<file path="src/rtl/fbpa_pkg.sv">
// Shared constants, codes and a helper for the fixed block pool allocator.
`timescale 1ns / 1ps

package fbpa_pkg;

    localparam int POOL_DEPTH  = 64;
    localparam int IDX_W       = $clog2(POOL_DEPTH);
    localparam int CNT_W       = $clog2(POOL_DEPTH + 1);

    localparam int CFG_W       = 7;
    localparam int CHUNK_IDX_W = 8;
    localparam int GUARD_W     = 32;
    localparam int STATUS_W    = 3;
    localparam int GRANT_W     = 6;
    localparam int TOTAL_W     = 7;

    localparam logic [CFG_W-1:0]   CHUNK_COUNT_RESET = 7'd64;
    localparam logic [GUARD_W-1:0] GUARD_VALUE       = 32'hdeadbeef;

    typedef enum logic [1:0] {
        CMD_ALLOC  = 2'd0,
        CMD_FREE   = 2'd1,
        CMD_REINIT = 2'd2,
        CMD_NOP    = 2'd3
    } cmd_t;

    typedef enum logic [STATUS_W-1:0] {
        STS_OK        = 3'd0,
        STS_EMPTY     = 3'd1,
        STS_BAD_INDEX = 3'd2,
        STS_GUARD     = 3'd3,
        STS_BUSY      = 3'd4
    } status_t;

    typedef enum logic [3:0] {
        ST_IDLE   = 4'b0001,
        ST_EXEC   = 4'b0010,
        ST_APPEND = 4'b0100,
        ST_SWEEP  = 4'b1000
    } state_t;

    // chunk_count clamped to 1..POOL_DEPTH
    function automatic logic [CNT_W-1:0] sat_count(input logic [CFG_W-1:0] c);
        logic [CNT_W-1:0] r;
        if (c == '0) begin
            r = CNT_W'(1);
        end else if (32'(c) > POOL_DEPTH) begin
            r = CNT_W'(POOL_DEPTH);
        end else begin
            r = CNT_W'(c);
        end
        return r;
    endfunction

endpackage

</file>
<file path="src/rtl/fbpa_ram.sv">
// Generic single-write, single-read RAM with registered read data.
`timescale 1ns / 1ps

module fbpa_ram #(
    parameter int WIDTH = 8,
    parameter int DEPTH = 64
) (
    input  logic                     aclk,
    input  logic                     we,
    input  logic [$clog2(DEPTH)-1:0] waddr,
    input  logic [WIDTH-1:0]         wdata,
    input  logic                     re,
    input  logic [$clog2(DEPTH)-1:0] raddr,
    output logic [WIDTH-1:0]         rdata
);

    logic [WIDTH-1:0] mem [DEPTH];
    logic [WIDTH-1:0] rdata_reg;

    always_ff @(posedge aclk) begin
        if (we) begin
            mem[waddr] <= wdata;
        end
        if (re) begin
            rdata_reg <= mem[raddr];
        end
    end

    assign rdata = rdata_reg;

endmodule

</file>
<file path="src/rtl/fixed_block_pool_allocator_unit.sv">
// Top level of the fixed block pool allocator: free-list control over link RAMs.
//
//  channel  | handshake        | payload
//  ---------+------------------+---------------------------------------------------
//  input    | s_valid/s_ready  | s_command, s_chunk_index, s_guard_word, s_force_req
//  result   | m_valid/m_ready  | m_status, m_granted_index, m_free_total, m_used_total
//  config   | cfg_we           | cfg_wdata (chunk_count)
//
// Allocate and rejected commands finish in the execute step after the RAM read; a good
// free runs RAM read, unlink and append as separate steps, set by the one write port on each link RAM.
// A successful reinitialize is followed by a rebuild sweep over all POOL_DEPTH (64) entries.
// After reset the same sweep runs before the first transaction is taken.
// A transaction is taken while a result still waits; it stalls at its last step only
// when the result register is full and m_ready is low.
`timescale 1ns / 1ps

module fixed_block_pool_allocator_unit (
    input  logic                                aclk,
    input  logic                                aresetn,
    input  logic                                cfg_we,
    input  logic [fbpa_pkg::CFG_W-1:0]          cfg_wdata,
    input  logic                                s_valid,
    output logic                                s_ready,
    input  logic [1:0]                          s_command,
    input  logic [fbpa_pkg::CHUNK_IDX_W-1:0]    s_chunk_index,
    input  logic [fbpa_pkg::GUARD_W-1:0]        s_guard_word,
    input  logic                                s_force_req,
    output logic                                m_valid,
    input  logic                                m_ready,
    output logic [fbpa_pkg::STATUS_W-1:0]       m_status,
    output logic [fbpa_pkg::GRANT_W-1:0]        m_granted_index,
    output logic [fbpa_pkg::TOTAL_W-1:0]        m_free_total,
    output logic [fbpa_pkg::TOTAL_W-1:0]        m_used_total
);

    localparam int IDX_W = fbpa_pkg::IDX_W;
    localparam int CNT_W = fbpa_pkg::CNT_W;

    fbpa_pkg::state_t state_reg, state_next;
    logic [IDX_W-1:0] sweep_idx_reg, sweep_idx_next;
    logic [fbpa_pkg::CFG_W-1:0] chunk_count_reg, chunk_count_next;
    logic [CNT_W-1:0] active_size_reg, active_size_next;
    logic [IDX_W-1:0] free_head_reg, free_head_next;
    logic [IDX_W-1:0] free_tail_reg, free_tail_next;
    logic [CNT_W-1:0] free_level_reg, free_level_next;
    logic [CNT_W-1:0] used_level_reg, used_level_next;

    fbpa_pkg::cmd_t cmd_reg, cmd_next;
    logic [fbpa_pkg::CHUNK_IDX_W-1:0] idx_reg, idx_next;
    logic guard_ok_reg, guard_ok_next;
    logic force_reg, force_next;

    logic m_valid_reg, m_valid_next;
    fbpa_pkg::status_t m_status_reg, m_status_next;
    logic [IDX_W-1:0] m_granted_reg, m_granted_next;
    logic [CNT_W-1:0] m_free_reg, m_free_next;
    logic [CNT_W-1:0] m_used_reg, m_used_next;

    // link / mark RAM ports
    logic             rd_en;
    logic [IDX_W-1:0] rd_addr;
    logic             nxt_we, prv_we, mrk_we;
    logic [IDX_W-1:0] nxt_waddr, prv_waddr, mrk_waddr;
    logic [IDX_W-1:0] nxt_wdata, prv_wdata, nxt_rdata, prv_rdata;
    logic             mrk_wdata, mrk_rdata;

    logic                finish;
    fbpa_pkg::status_t   res_status;
    logic [IDX_W-1:0]    res_grant;
    logic                fin_ok;
    logic                idx_ok;
    logic [IDX_W-1:0]    idx_lo;
    logic [CNT_W-1:0]    new_size;
    logic [CNT_W-1:0]    reset_size;

    fbpa_ram #(.WIDTH(IDX_W), .DEPTH(fbpa_pkg::POOL_DEPTH)) u_next_ram (
        .aclk (aclk), .we (nxt_we), .waddr (nxt_waddr), .wdata (nxt_wdata),
        .re (rd_en), .raddr (rd_addr), .rdata (nxt_rdata)
    );

    fbpa_ram #(.WIDTH(IDX_W), .DEPTH(fbpa_pkg::POOL_DEPTH)) u_prev_ram (
        .aclk (aclk), .we (prv_we), .waddr (prv_waddr), .wdata (prv_wdata),
        .re (rd_en), .raddr (rd_addr), .rdata (prv_rdata)
    );

    fbpa_ram #(.WIDTH(1), .DEPTH(fbpa_pkg::POOL_DEPTH)) u_mark_ram (
        .aclk (aclk), .we (mrk_we), .waddr (mrk_waddr), .wdata (mrk_wdata),
        .re (rd_en), .raddr (rd_addr), .rdata (mrk_rdata)
    );

    assign s_ready = (state_reg == fbpa_pkg::ST_IDLE);
    assign rd_en   = s_valid && s_ready;
    assign rd_addr = (s_command == fbpa_pkg::CMD_ALLOC) ? free_head_reg
                                                        : s_chunk_index[IDX_W-1:0];

    assign fin_ok     = !m_valid_reg || m_ready;
    assign idx_ok     = 32'(idx_reg) < 32'(active_size_reg);
    assign idx_lo     = idx_reg[IDX_W-1:0];
    assign new_size   = fbpa_pkg::sat_count(chunk_count_reg);
    assign reset_size = fbpa_pkg::sat_count(fbpa_pkg::CHUNK_COUNT_RESET);

    assign chunk_count_next = cfg_we ? cfg_wdata : chunk_count_reg;

    always_comb begin
        state_next       = state_reg;
        sweep_idx_next   = sweep_idx_reg;
        active_size_next = active_size_reg;
        free_head_next   = free_head_reg;
        free_tail_next   = free_tail_reg;
        free_level_next  = free_level_reg;
        used_level_next  = used_level_reg;
        cmd_next         = cmd_reg;
        idx_next         = idx_reg;
        guard_ok_next    = guard_ok_reg;
        force_next       = force_reg;
        nxt_we = 1'b0;  nxt_waddr = '0;  nxt_wdata = '0;
        prv_we = 1'b0;  prv_waddr = '0;  prv_wdata = '0;
        mrk_we = 1'b0;  mrk_waddr = '0;  mrk_wdata = 1'b0;
        finish     = 1'b0;
        res_status = fbpa_pkg::STS_OK;
        res_grant  = '0;

        case (state_reg)
            fbpa_pkg::ST_IDLE: begin
                if (s_valid) begin
                    cmd_next      = fbpa_pkg::cmd_t'(s_command);
                    idx_next      = s_chunk_index;
                    guard_ok_next = (s_guard_word == fbpa_pkg::GUARD_VALUE);
                    force_next    = s_force_req;
                    state_next    = fbpa_pkg::ST_EXEC;
                end
            end

            fbpa_pkg::ST_EXEC: begin
                case (cmd_reg)
                    fbpa_pkg::CMD_ALLOC: begin
                        if (fin_ok) begin
                            finish     = 1'b1;
                            state_next = fbpa_pkg::ST_IDLE;
                            if (free_level_reg == '0) begin
                                res_status = fbpa_pkg::STS_EMPTY;
                            end else begin
                                free_head_next = nxt_rdata;
                                if (free_head_reg == free_tail_reg) begin
                                    free_tail_next = prv_rdata;
                                end else begin
                                    prv_we    = 1'b1;
                                    prv_waddr = nxt_rdata;
                                    prv_wdata = prv_rdata;
                                end
                                free_level_next = free_level_reg - CNT_W'(1);
                                mrk_we          = 1'b1;
                                mrk_waddr       = free_head_reg;
                                mrk_wdata       = 1'b1;
                                used_level_next = used_level_reg + CNT_W'(1);
                                res_grant       = free_head_reg;
                            end
                        end
                    end

                    fbpa_pkg::CMD_FREE: begin
                        if (!idx_ok || !guard_ok_reg) begin
                            if (fin_ok) begin
                                finish     = 1'b1;
                                state_next = fbpa_pkg::ST_IDLE;
                                res_status = !idx_ok ? fbpa_pkg::STS_BAD_INDEX
                                                     : fbpa_pkg::STS_GUARD;
                            end
                        end else begin
                            // first half: drop the mark or unlink; append follows
                            state_next = fbpa_pkg::ST_APPEND;
                            if (mrk_rdata) begin
                                mrk_we    = 1'b1;
                                mrk_waddr = idx_lo;
                                mrk_wdata = 1'b0;
                                if (used_level_reg != '0) begin
                                    used_level_next = used_level_reg - CNT_W'(1);
                                end
                            end else begin
                                if (idx_lo == free_head_reg) begin
                                    free_head_next = nxt_rdata;
                                end else begin
                                    nxt_we    = 1'b1;
                                    nxt_waddr = prv_rdata;
                                    nxt_wdata = nxt_rdata;
                                end
                                if (idx_lo == free_tail_reg) begin
                                    free_tail_next = prv_rdata;
                                end else begin
                                    prv_we    = 1'b1;
                                    prv_waddr = nxt_rdata;
                                    prv_wdata = prv_rdata;
                                end
                                if (free_level_reg != '0) begin
                                    free_level_next = free_level_reg - CNT_W'(1);
                                end
                            end
                        end
                    end

                    fbpa_pkg::CMD_REINIT: begin
                        if (fin_ok) begin
                            finish = 1'b1;
                            if (!force_reg && used_level_reg != '0) begin
                                res_status = fbpa_pkg::STS_BUSY;
                                state_next = fbpa_pkg::ST_IDLE;
                            end else begin
                                active_size_next = new_size;
                                free_head_next   = '0;
                                free_tail_next   = IDX_W'(new_size - CNT_W'(1));
                                free_level_next  = new_size;
                                used_level_next  = '0;
                                sweep_idx_next   = '0;
                                state_next       = fbpa_pkg::ST_SWEEP;
                            end
                        end
                    end

                    default: begin
                        if (fin_ok) begin
                            finish     = 1'b1;
                            state_next = fbpa_pkg::ST_IDLE;
                        end
                    end
                endcase
            end

            fbpa_pkg::ST_APPEND: begin
                if (fin_ok) begin
                    finish     = 1'b1;
                    state_next = fbpa_pkg::ST_IDLE;
                    if (free_level_reg == '0) begin
                        free_head_next = idx_lo;
                    end else begin
                        nxt_we    = 1'b1;
                        nxt_waddr = free_tail_reg;
                        nxt_wdata = idx_lo;
                        prv_we    = 1'b1;
                        prv_waddr = idx_lo;
                        prv_wdata = free_tail_reg;
                    end
                    free_tail_next  = idx_lo;
                    free_level_next = free_level_reg + CNT_W'(1);
                end
            end

            fbpa_pkg::ST_SWEEP: begin
                // ascending chain over the active size, zero links elsewhere
                nxt_we    = 1'b1;
                nxt_waddr = sweep_idx_reg;
                nxt_wdata = ((CNT_W'(sweep_idx_reg) + CNT_W'(1)) < active_size_reg)
                            ? (sweep_idx_reg + IDX_W'(1)) : '0;
                prv_we    = 1'b1;
                prv_waddr = sweep_idx_reg;
                prv_wdata = (sweep_idx_reg != '0 && CNT_W'(sweep_idx_reg) < active_size_reg)
                            ? (sweep_idx_reg - IDX_W'(1)) : '0;
                mrk_we    = 1'b1;
                mrk_waddr = sweep_idx_reg;
                mrk_wdata = 1'b0;
                if (sweep_idx_reg == IDX_W'(fbpa_pkg::POOL_DEPTH - 1)) begin
                    state_next = fbpa_pkg::ST_IDLE;
                end else begin
                    sweep_idx_next = sweep_idx_reg + IDX_W'(1);
                end
            end

            default: begin
                state_next = fbpa_pkg::ST_IDLE;
            end
        endcase
    end

    always_comb begin
        m_status_next  = m_status_reg;
        m_granted_next = m_granted_reg;
        m_free_next    = m_free_reg;
        m_used_next    = m_used_reg;
        if (finish) begin
            m_valid_next   = 1'b1;
            m_status_next  = res_status;
            m_granted_next = res_grant;
            m_free_next    = free_level_next;
            m_used_next    = used_level_next;
        end else begin
            m_valid_next = m_valid_reg && !m_ready;
        end
    end

    always_ff @(posedge aclk) begin
        if (!aresetn) begin
            state_reg       <= fbpa_pkg::ST_SWEEP;
            sweep_idx_reg   <= '0;
            chunk_count_reg <= fbpa_pkg::CHUNK_COUNT_RESET;
            active_size_reg <= reset_size;
            free_head_reg   <= '0;
            free_tail_reg   <= IDX_W'(reset_size - CNT_W'(1));
            free_level_reg  <= reset_size;
            used_level_reg  <= '0;
            m_valid_reg     <= 1'b0;
        end else begin
            state_reg       <= state_next;
            sweep_idx_reg   <= sweep_idx_next;
            chunk_count_reg <= chunk_count_next;
            active_size_reg <= active_size_next;
            free_head_reg   <= free_head_next;
            free_tail_reg   <= free_tail_next;
            free_level_reg  <= free_level_next;
            used_level_reg  <= used_level_next;
            m_valid_reg     <= m_valid_next;
        end
    end

    always_ff @(posedge aclk) begin
        cmd_reg        <= cmd_next;
        idx_reg        <= idx_next;
        guard_ok_reg   <= guard_ok_next;
        force_reg      <= force_next;
        m_status_reg   <= m_status_next;
        m_granted_reg  <= m_granted_next;
        m_free_reg     <= m_free_next;
        m_used_reg     <= m_used_next;
    end

    assign m_valid         = m_valid_reg;
    assign m_status        = m_status_reg;
    assign m_granted_index = fbpa_pkg::GRANT_W'(m_granted_reg);
    assign m_free_total    = fbpa_pkg::TOTAL_W'(m_free_reg);
    assign m_used_total    = fbpa_pkg::TOTAL_W'(m_used_reg);

    // every chunk of the active pool is either free or in use; a free is one short
    // between its two halves
    a_level_sum: assert property (@(posedge aclk) disable iff (!aresetn)
        (state_reg != fbpa_pkg::ST_APPEND) |->
        (((CNT_W + 1)'(free_level_reg) + (CNT_W + 1)'(used_level_reg))
            == (CNT_W + 1)'(active_size_reg)))
        else $error("free and used counts do not cover the pool");

    a_accept_exec: assert property (@(posedge aclk) disable iff (!aresetn)
        (s_valid && s_ready) |=> (state_reg == fbpa_pkg::ST_EXEC))
        else $error("accepted transaction did not start execution");

    a_empty_zero: assert property (@(posedge aclk) disable iff (!aresetn)
        (m_valid && m_status == fbpa_pkg::STS_EMPTY) |-> (m_free_total == '0))
        else $error("pool empty reported with free chunks left");

    a_head_range: assert property (@(posedge aclk) disable iff (!aresetn)
        (state_reg == fbpa_pkg::ST_IDLE && free_level_reg != '0)
            |-> (CNT_W'(free_head_reg) < active_size_reg))
        else $error("free list head outside the active pool");

endmodule
</file>
<file path="config.mk">
export PLATFORM = sky130hd
export DESIGN_NAME = fixed_block_pool_allocator_unit
export DESIGN_NICKNAME = d
export VERILOG_FILES = /design/src/rtl/fbpa_pkg.sv /design/src/rtl/fbpa_ram.sv /design/src/rtl/fixed_block_pool_allocator_unit.sv
export SDC_FILE = /design/constraint.sdc
export NUM_CORES = 1
export LEC_CHECK = 0
export ABC_AREA = 1
export BUFFER_PORTS_ARGS = -buffer_cell sky130_fd_sc_hd__buf_2
export CAP_MARGIN = 10
export CORE_ASPECT_RATIO = 1.4
export CORE_UTILIZATION = 27
export DETAILED_ROUTE_END_ITERATION = 8
export HOLD_SLACK_MARGIN = 0.12
export PLACE_DENSITY_LB_ADDON = 0.12
export SYNTH_ARGS = -nofsm -noshare
export SYNTH_HDL_FRONTEND = slang
export SYNTH_SLANG_ARGS = --single-unit
export TNS_END_PERCENT = 5
</file>
<file path="constraint.sdc">
create_clock -name aclk -period 8.52 [get_ports aclk]
set_input_delay 0 -clock aclk [delete_from_list [all_inputs] [get_ports aclk]]
set_output_delay 0 -clock aclk [all_outputs]
set_load 0.02 [all_outputs]
</file>
==> results of run 1 <==
-- cell type report --
cell class / instances / area [µm²] / area share (%)
flip-flops and latches: 931 / 27450 / 57.61
multi-input cells: 2529 / 12390 / 26.01
clock buffers: 112 / 2504 / 5.255
well taps: 1966 / 2460 / 5.163
repair buffers: 186 / 1381 / 2.899
clock inverters: 66 / 733.2 / 1.539
inverters: 189 / 723.2 / 1.518
diodes: 1 / 2.502 / 0.005252
-- report_power, final --
| part | switching, µW | internal (µW) |
|---|---|---|
| Clock | 1870 | 2540 |
| Sequential | 10.9 | 5110 |
| Combinational | 630 | 191 |
| Total | 2510 | 7840 |
-- cells in the mapped netlist (all sizes together) --
library cell	n
a211oi	1
a21o	1
a21oi	73
a221oi	1
a22oi	2
a31oi	1
a32oi	1
and2	1
buf	55
clkbuf	153
clkinv	5
dfxtp	51
edfxtp	880
ha	29
inv	184
nand2	824
nand3	196
nand3b	3
nand4	29
nor2	540
nor3	15
nor3b	1
nor4	3
o211ai	276
o21a	1
o21ai	436
o21bai	2
o221ai	1
o22ai	17
o311ai	2
o31ai	6
or2	54
xnor2	2
xor2	11
-- critical path, delay by kind of cell, from the launching register on --
| kind | cells | cell delay (ns) |
|---|---|---|
| AO/OA/AOI/OAI | 2 | 0.31 |
| adder cells (fa/ha/maj) | 1 | 0.35 |
| flip-flops | 1 | 0.53 |
| buffers and inverters | 2 | 0.64 |
| AND/OR/NAND/NOR | 7 | 2.13 |
-- layer usage --
metal  routed length [µm]  share of wire [%]  global-route usage (%)
met1                55880                 41                   20.51
met2                70070                 52                   31.54
met3                 4538                3.3                   1.956
met4                 4990                3.7                   7.106
met5                    0                  0                       0
-- cells by family (layout without fill, tap and decap cells) --
kind of cell,count (synthesis),in the layout,share of synthesized area (%)
buffers and inverters,397,553,3.789
AND/OR/NAND/NOR,1666,1666,16.69
other,0,1,0
AO/OA/AOI/OAI,821,821,11.87
adder cells (fa/ha/maj),29,29,0.8791
flip-flops,931,931,66.49
XOR/XNOR,13,13,0.2758
-- cell usage in the layout (no fill, tap or decap), types with 14 or more instances in the layout --
cell           count
a21oi_1           67
buf_2             79
buf_4             46
bufinv_16         14
clkbuf_16         97
clkinv_1          26
clkinv_2          15
dfxtp_1           51
dlygate4sd3_1     58
edfxtp_1         880
ha_1              29
inv_1            168
inv_2             14
nand2_1          811
nand3_1          188
nand4_1           27
nor2_1           527
o211ai_1         276
o21ai_0          424
o22ai_1           17
or2_2             53
-- how the worst max path moves through the flow --
stage / endpoint / from / slack, ns
global placement: u_next_ram.mem[32][1] / idx_reg[5] / 4.13
finish: u_next_ram.mem[56][1] / idx_reg[5] / 4.16
floorplan: u_prev_ram.mem[0][1] / sweep_idx_reg[4] / 2.19
global route: u_next_ram.mem[16][5] / idx_reg[5] / 3.81
CTS: u_next_ram.mem[56][4] / idx_reg[5] / 4.03
detailed placement: u_next_ram.mem[16][5] / idx_reg[5] / 4.05
-- stage by stage --
stage / total power [µW] / utilization [%]
after global routing: 10710 / 31.42
after detailed placement: 6040 / 28.90
after floorplan: 5672 / -
final: 10350 / 31.42
after global placement: 6044 / 28.90
after CTS: 10500 / 31.42
==> metrics.yaml, run 1 <==
run_status:
  status: "complete, no violations"
timing:
  setup_ws_ns: 4.160
  rsz0062_at_grt: "false"
  layout_min_cycle_time_ns: 4.360
  fmax_mhz: 229.4
  holdWs_ns: 0.2033
  drv_slew: 0
  period_share_pct: 51.17
  worst_pin_slew_ns: 1.179
  finalSetupTns_ns: 0
  slew_headroom_pct: 21.19
  hold_violations: 0
  fin_worst_skew_ns: 0.02042
  setup_viol: 0
grt:
  grt_pass1_vias: 29894
  antenna_found_initial: 1
  gr-total-overflow: 0
  grt_max_degree: 160
  grt_use_total_pct: 17.31
  grt_pass1_wl_um: 199700
routing:
  avgViaCountPerCell: 4.846
  ant_nets: 0
  drc_errors: 0
  wire_per_inst_um: 22.65
  drt_iter0_markers: 1745
  wl_um: 135500
  dr.pass1.iters: 5
  dr_total_vias: 28977
floorplan:
  coreArea_mm2: 0.1516
  die_w_um: 332.5
  die_h_um: 464.6
  die_area_mm2: 0.1545
  rows: 169
  num_io_pins: 80
  initial_core_util_pct: 27.23
synth:
  yosysWarnings: 0
  synth_seq_cells: 931
  netlist_instances: 3857
  yosysTopAreaCellShare_pct: 64.02
  yosys.area.top_type: "edfxtp_1"
  synthTopCellsByArea: "edfxtp_1 (64%), nand2_1 (7.4%), o21ai_0 (5.2%), o211ai_1 (5.0%), nor2_1 (4.8%)"
  ys_types: 52
  yosysSeqAreaShare_pct: 66.49
  syn_area_mm2: 0.04128
  syn_avg_cell_area_um2: 10.70
  synth_nets: 3941
clock_tree:
  cts-root-buf: "clkbuf_16"
  htreeDepth: 3
  cts_made_buffers: 96
  hold_buffers: 58
  cts.repair.resized: 0
  clock_latency_ns: 0.71
  cts_buffer_depth: 3
  cts_sinks: 931
  cts_setup_buffers: 0
  cts_tree: "built"
  path_clk_slew_ns: 0.07
place:
  placed_area_mm2: 0.04382
  dp_slack_ns: 4.047
  gp_congestion: 0.8853
  hpwl_um: 81660
  dp.cells: 5743
  port_buffers: 79
pwr:
  leakage_uw: 0.01676
  ir_worst_vdd_mv: 0.1289
  powerDensity_mw_per_mm2: 217.2
worst_setup_path:
  critPathSlowestCell: "nor2_1"
  cp-end-kind: "flop"
  cp_common_cell: "nand2_1"
  cp_max_fo: 25
  timing.rr.end: "u_next_ram.mem[56][1]"
  crit_chain: "ha_1, a21oi_1, o21a_1, nand2_1, nor2_4, buf_4, nand2_4, nor2_2, inv_1, nand2_1, nand4_2, nor2_1"
  required_ns: 8.86
  r2r_start: "idx_reg[5]"
  cpPeakStageDelay_ns: 0.63
  worstSetupPathType: "reg2reg"
  startpoint_type: "flop"
  arrival_ns: 4.70
  rr_worst_depth: 12
  rrSetupSlack_ns: 4.16
layout:
  fill_cells: 15467
  final_cells: 5980
  fin_area_mm2: 0.04764
  syn2layout_area_growth_pct: 15.42
  layout-drive-gt1-share_pct: 9.843
  nets: 4017
  largest_registers: "u_next_ram.mem x384, u_prev_ram.mem x384, u_mark_ram.mem x64"
min_path:
  min_path_type: "in2reg"
  min_to: "idx_reg[3]"
  hold_depth: 2
  hp-start: "s_chunk_index[3]"
run:
  cap_viol_max_count: 0
No activity file was read; power rests on OpenSTA's default activity.
==> inputs of run 2 (changes only) <==
==> constraint.sdc (replaced) <==
create_clock -name aclk -period 4.25 [get_ports aclk]
set_input_delay 0 -clock aclk [delete_from_list [all_inputs] [get_ports aclk]]
set_output_delay 0 -clock aclk [all_outputs]
set_load 0.02 [all_outputs]
==> run 2 against run 1 <==
Net effect: first-iteration DRC count is 17% higher; die area unchanged; core utilization increased by 0.53 points; combinational power up 120%; non-clock buffer count grew 68; final cell count grew 1.2%; worst setup slack worse by 3.8 ns.
==> metrics.yaml, run 2 (same netlist as run 1, synthesis figures left out) <==
layout:
  syn2layout_area_growth_pct: 17.37
  nets: 4086
  layout-drive-gt1-share_pct: 11.49
  final_common_cell: "edfxtp_1"
  final_cell_mix: "edfxtp_1 (880), nand2_1 (811), nor2_1 (527), o21ai_0 (424), o211ai_1 (276)"
  largest_registers: "u_next_ram.mem x384, u_prev_ram.mem x384, u_mark_ram.mem x64"
routing:
  dr_total_vias: 29422
  wl_um: 136600
  wire_per_inst_um: 22.57
  dr.pass1.iters: 5
  drt_iter0_markers: 2037
  avgViaCountPerCell: 4.863
  drc_errors: 0
  ant_nets: 0
floorplan:
  rows: 169
  num_io_pins: 80
  die_w_um: 332.5
  die_area_mm2: 0.1545
  coreArea_mm2: 0.1516
  initial_core_util_pct: 27.23
  die_h_um: 464.6
clock_tree:
  cts_sinks: 931
  cts-root-buf: "clkbuf_16"
  cts_tree: "built"
  htreeDepth: 3
  path_clk_slew_ns: 0.07
  cts_buffer_depth: 3
  clock_latency_ns: 0.71
  cts_made_buffers: 97
timing:
  finalSetupTns_ns: 0
  hold_violations: 0
  worst_pin_slew_ns: 1.073
  rsz0062_at_grt: "false"
  period_share_pct: 91.40
  fin_worst_skew_ns: 0.03020
  drv_slew: 0
  layout_min_cycle_time_ns: 3.884
  slew_headroom_pct: 28.18
  fmax_mhz: 257.4
  setup_viol: 0
  setup_ws_ns: 0.3656
grt:
  grt_pass1_vias: 29801
  gr-total-overflow: 0
  antenna_found_initial: 2
  grt_pass1_wl_um: 201200
  grt_use_total_pct: 17.44
  grt_max_degree: 137
place:
  port_buffers: 79
  dp_slack_ns: 0.2004
  gp_congestion: 0.8586
  hpwl_um: 84620
min_path:
  min_path_type: "in2reg"
worst_setup_path:
  required_ns: 4.58
  crit_family: "simple AND/OR/NAND/NOR gates"
  cp-end-kind: "flop"
  critPathBufInv: 1
  critPathSlowestCell: "edfxtp_1"
  startpoint_type: "flop"
  cp_common_cell: "nand2_1"
  crit_chain: "ha_1, nand2_1, inv_1, nand2_1, nand2_1, nand2_2, nand2_1, nor2_4, nand2_4, o21ai_0, nand2_1, nand2_1, nand3_1, nor2_1"
  cpPeakStageDelay_ns: 0.53
  cp_max_fo: 9
  worstSetupPathType: "reg2reg"
  arrival_ns: 4.21
run_status:
  status: "complete, no violations"
pwr:
  combPwrFrac_pct: 8.5
  leakage_uw: 0.01721
  powerDensity_mw_per_mm2: 429.7
  ir_worst_vdd_mv: 0.3092
  power_frac_seq_pct: 49.2
  pwr-share-clk_pct: 42.3
  p_int_uw: 15730
  switchingPower_uw: 5091
  swShare_pct: 24.45
run:
  cap_viol_max_count: 0
run 2: cell types whose count changed in the layout (fill, tap and decap cells not counted), moves of 3 or more:
cell       change
bufinv_16      -3
clkinv_2       +8
clkbuf_16      +3
buf_12        +23
clkinv_1       -9
clkbuf_1       +6
buf_4         +46
run 2: repair_timing:
action | in CTS | in global routing
gates resized for setup | 0 | 1
endpoints found under the hold margin | 59 | 0
setup buffers | 0 | 0
setup endpoints to repair | 0 | 6
hold buffers | 57 | 0
run 2: final timing paths:
| path | from | endpoint | slack (ns) | depth (start not counted) |
|---|---|---|---|---|
| hold / removal | s_guard_word[8] | guard_ok_reg | 0.40 | 6 |
| hold reg to reg | active_size_reg[1] | active_size_reg[1] | 0.47 | 2 |
| setup reg to reg | idx_reg[3] | u_prev_ram.mem[0][4] | 0.37 | 14 |
| setup / recovery | idx_reg[3] | u_prev_ram.mem[0][4] | 0.37 | 14 |
run 2: metal layers:
| layer | wire (µm) | GRT usage, % | part of all wire, % |
|---|---|---|---|
| met5 | 0 | 0 | 0 |
| met4 | 4668 | 6.762 | 3.4 |
| met3 | 4727 | 2.065 | 3.5 |
| met2 | 68790 | 30.80 | 50 |
| met1 | 58380 | 21.57 | 43 |
run 2: area by class of cell:
type | instances | area, µm²
Clock buffer | 121 | 2601
Multi-Input combinational cell | 2529 | 12410
Antenna cell | 1 | 2.502
Clock inverter | 59 | 626.9
Timing Repair Buffer | 254 | 2177
Tap cell | 1966 | 2460
Sequential cell | 931 | 27450
Inverter | 189 | 724.4
Fill cell | 15402 | 103200
run 2: power by group through the flow:
| stage | clock [µW] | combinational, µW | sequential [µW] |
|---|---|---|---|
| 6_report | 8800 | 1770 | 10300 |
| 2_1_floorplan | 0 | 900 | 10500 |
| 3_3_place_gp | 0 | 1780 | 10400 |
| 4_1_cts | 9020 | 1820 | 10200 |
| 5_1_grt | 9330 | 1940 | 10200 |
| 3_5_place_dp | 0 | 1770 | 10400 |
run 2: worst min-delay path, stage by stage:
cell and delay (ns):
buf_2 0.07, inv_1 0.03, nand4_1 0.05, nor4_1 0.05, and2_1 0.15, dlygate4sd3_1 0.56
run 2: through the flow:
stage	instances	util (%)	hold slack, ns	power [µW]	instance area, µm²
after global routing	6050	31.95	0.4255	21520	48450
after CTS	6049	31.95	0.3747	21090	48440
after global placement	5812	29.44	0.1819	12220	44640
after floorplan	3857	-	0.09887	11360	41280
after detailed placement	5812	29.44	0.1788	12220	44640
final	6050	31.95	0.3966	20820	48450
==> inputs of run 3 (changes only) <==
--- a/config.mk
+++ b/config.mk
@@ -10,6 +10,7 @@
 export CAP_MARGIN = 10
 export CORE_ASPECT_RATIO = 1.4
 export CORE_UTILIZATION = 27
+export CTS_CLUSTER_SIZE = 40
 export DETAILED_ROUTE_END_ITERATION = 8
 export HOLD_SLACK_MARGIN = 0.12
 export PLACE_DENSITY_LB_ADDON = 0.12
==> constraint.sdc (replaced) <==
create_clock -name aclk -period 4.25 [get_ports aclk]
set_input_delay 0.425 -clock aclk [delete_from_list [all_inputs] [get_ports aclk]]
set_output_delay 0.425 -clock aclk [all_outputs]
set_load 0.02 [all_outputs]
==> run 3 against run 2 <==
Net effect: fmax shrank 1.1%; clock skew grew 0.0058 ns; largest power group unchanged; first-iteration DRC count up 1.9%; critical path depth decreased by 2; sequential share of layout area increased by 0.73 points; die area unchanged; register-to-register slack worse by 0.04 ns; final area is 1.3% lower; critical endpoint is now u_prev_ram.mem[32][1].
==> metrics.yaml, run 3 (same netlist as run 1, synthesis figures left out) <==
clock_tree:
  cts_buffer_depth: 3
  cts_setup_buffers: 0
  cts-root-buf: "clkbuf_16"
  cts.repair.resized: 0
  path_clk_slew_ns: 0.06
  cts_made_buffers: 95
  clock_latency_ns: 0.72
  cts_tree: "built"
  cts_sinks: 931
  hold_buffers: 27
  htreeDepth: 3
grt:
  grt_max_degree: 85
  grt_pass1_vias: 29579
  grt_use_total_pct: 17.38
  antenna_found_initial: 1
  grt_pass1_wl_um: 200700
  gr-total-overflow: 0
pwr:
  p_int_uw: 15360
  switchingPower_uw: 5027
  powerDensity_mw_per_mm2: 426.3
  power_frac_seq_pct: 50.3
  swShare_pct: 24.66
  ir_worst_vdd_mv: 0.2809
  leakage_uw: 0.01691
  pwr-share-clk_pct: 41.1
  combPwrFrac_pct: 8.7
place:
  hpwl_um: 85460
  gp_congestion: 0.8465
  port_buffers: 79
  dp.cells: 5803
timing:
  setup_viol: 0
  finalSetupTns_ns: 0
  slew_headroom_pct: 32.93
  fmax_mhz: 254.6
  worst_pin_slew_ns: 1.005
  rsz0062_at_grt: "false"
  drv_slew: 0
  layout_min_cycle_time_ns: 3.928
  period_share_pct: 92.41
  hold_violations: 0
  fin_worst_skew_ns: 0.03597
worst_setup_path:
  required_ns: 4.58
  cp_max_fo: 9
  worstSetupPathType: "reg2reg"
  rr_worst_depth: 12
  r2r_start: "idx_reg[3]"
  rrSetupSlack_ns: 0.32
  arrival_ns: 4.26
  timing.rr.end: "u_prev_ram.mem[32][1]"
  cp-end-kind: "flop"
  startpoint_type: "flop"
routing:
  wire_per_inst_um: 22.63
  avgViaCountPerCell: 4.842
  dr.pass1.iters: 5
  dr_total_vias: 29061
  drc_errors: 0
  wl_um: 135800
  ant_nets: 0
  drt_iter0_markers: 2075
floorplan:
  die_w_um: 332.5
  die_h_um: 464.6
  rows: 169
  num_io_pins: 80
  die_area_mm2: 0.1545
  coreArea_mm2: 0.1516
  initial_core_util_pct: 27.23
layout:
  nets: 4045
  largest_registers: "u_next_ram.mem x384, u_prev_ram.mem x384, u_mark_ram.mem x64"
  final_common_cell: "edfxtp_1"
  syn2layout_area_growth_pct: 15.87
  final_cells: 6002
  layout-drive-gt1-share_pct: 11.13
  final_cell_mix: "edfxtp_1 (880), nand2_1 (811), nor2_1 (527), o21ai_0 (424), o211ai_1 (276)"
min_path:
  min_path_type: "in2reg"
  min_to: "guard_ok_reg"
  hp-start: "s_guard_word[20]"
  hold_depth: 5
run_status:
  status: "complete, no violations"
run:
  cap_viol_max_count: 0
[run 3: cell types whose count changed in the layout (fill, tap and decap cells not counted), moves of 2 or more]
cell           delta
clkinv_1          +4
dlygate4sd3_1    -30
bufinv_16         -3
clkbuf_1          -2
buf_12            -2
inv_16            -2
clkinv_2          -4
clkbuf_16         -4
buf_4             -7
[run 3: worst max-delay path, stage by stage, from the launching register on]
cell	delay, ns
edfxtp_1	0.52
ha_1	0.35
a21oi_1	0.15
nand2_1	0.10
nand2_2	0.08
nand2_1	0.08
nor2_4	0.11
nand2_4	0.11
o21ai_0	0.64
nand2_1	0.35
nand2_1	0.22
nand3_1	0.28
nor2_1	0.53
[run 3: power groups by stage]
stage | clock network, µW | logic (µW) | registers (µW)
after CTS | 8620 | 1820 | 10200
final | 8370 | 1770 | 10200
after global placement | 0 | 1800 | 10400
after global routing | 8920 | 1930 | 10200
after floorplan | 0 | 900 | 10500
after detailed placement | 0 | 1790 | 10400
[run 3: worst max path at each step]
stage                          start               endpoint
after floorplan           idx_reg[5]   u_next_ram.mem[0][5]
after global placement    idx_reg[3]   u_prev_ram.mem[0][3]
after detailed placement  idx_reg[3]   u_prev_ram.mem[0][3]
after CTS                 idx_reg[3]   u_prev_ram.mem[0][3]
after global routing      idx_reg[3]   u_prev_ram.mem[0][4]
final                     idx_reg[3]  u_prev_ram.mem[32][1]
[run 3: per-layer routing]
metal | wire [µm] | global-route usage (%) | vias up
met5 | 0 | 0 | -
met4 | 4094 | 5.780 | 0
met3 | 4818 | 2.240 | 176
met2 | 69480 | 31.25 | 636
met1 | 57410 | 21.27 | 14388
li1 | - | - | 13861
[run 3: final cells by class]
cell class                 instances  area, µm²
tap                             1966       2460
clock buffer                     116       2507
fill                           15352     103800
antenna                            1      2.502
timing repair buffer             215       1784
inverter                         189      723.2
clock inverter                    55      500.5
multi-input combinational       2529      12400
sequential                       931      27450
[run 3: per-stage QoR]
step / setup slack [ns] / cell area [µm²] / utilization (%) / total power (µW) / hold slack [ns]
floorplan: -0.5614 / 41280 / - / 11360 / 0.4383
global placement: 0.2851 / 44550 / 29.38 / 12250 / 0.4500
detailed placement: 0.2953 / 44550 / 29.38 / 12240 / 0.4744
CTS: 0.2450 / 47820 / 31.54 / 20690 / 0.1902
global route: 0.1285 / 47830 / 31.55 / 21100 / 0.2214
finish: 0.3225 / 47830 / 31.55 / 20390 / 0.2402
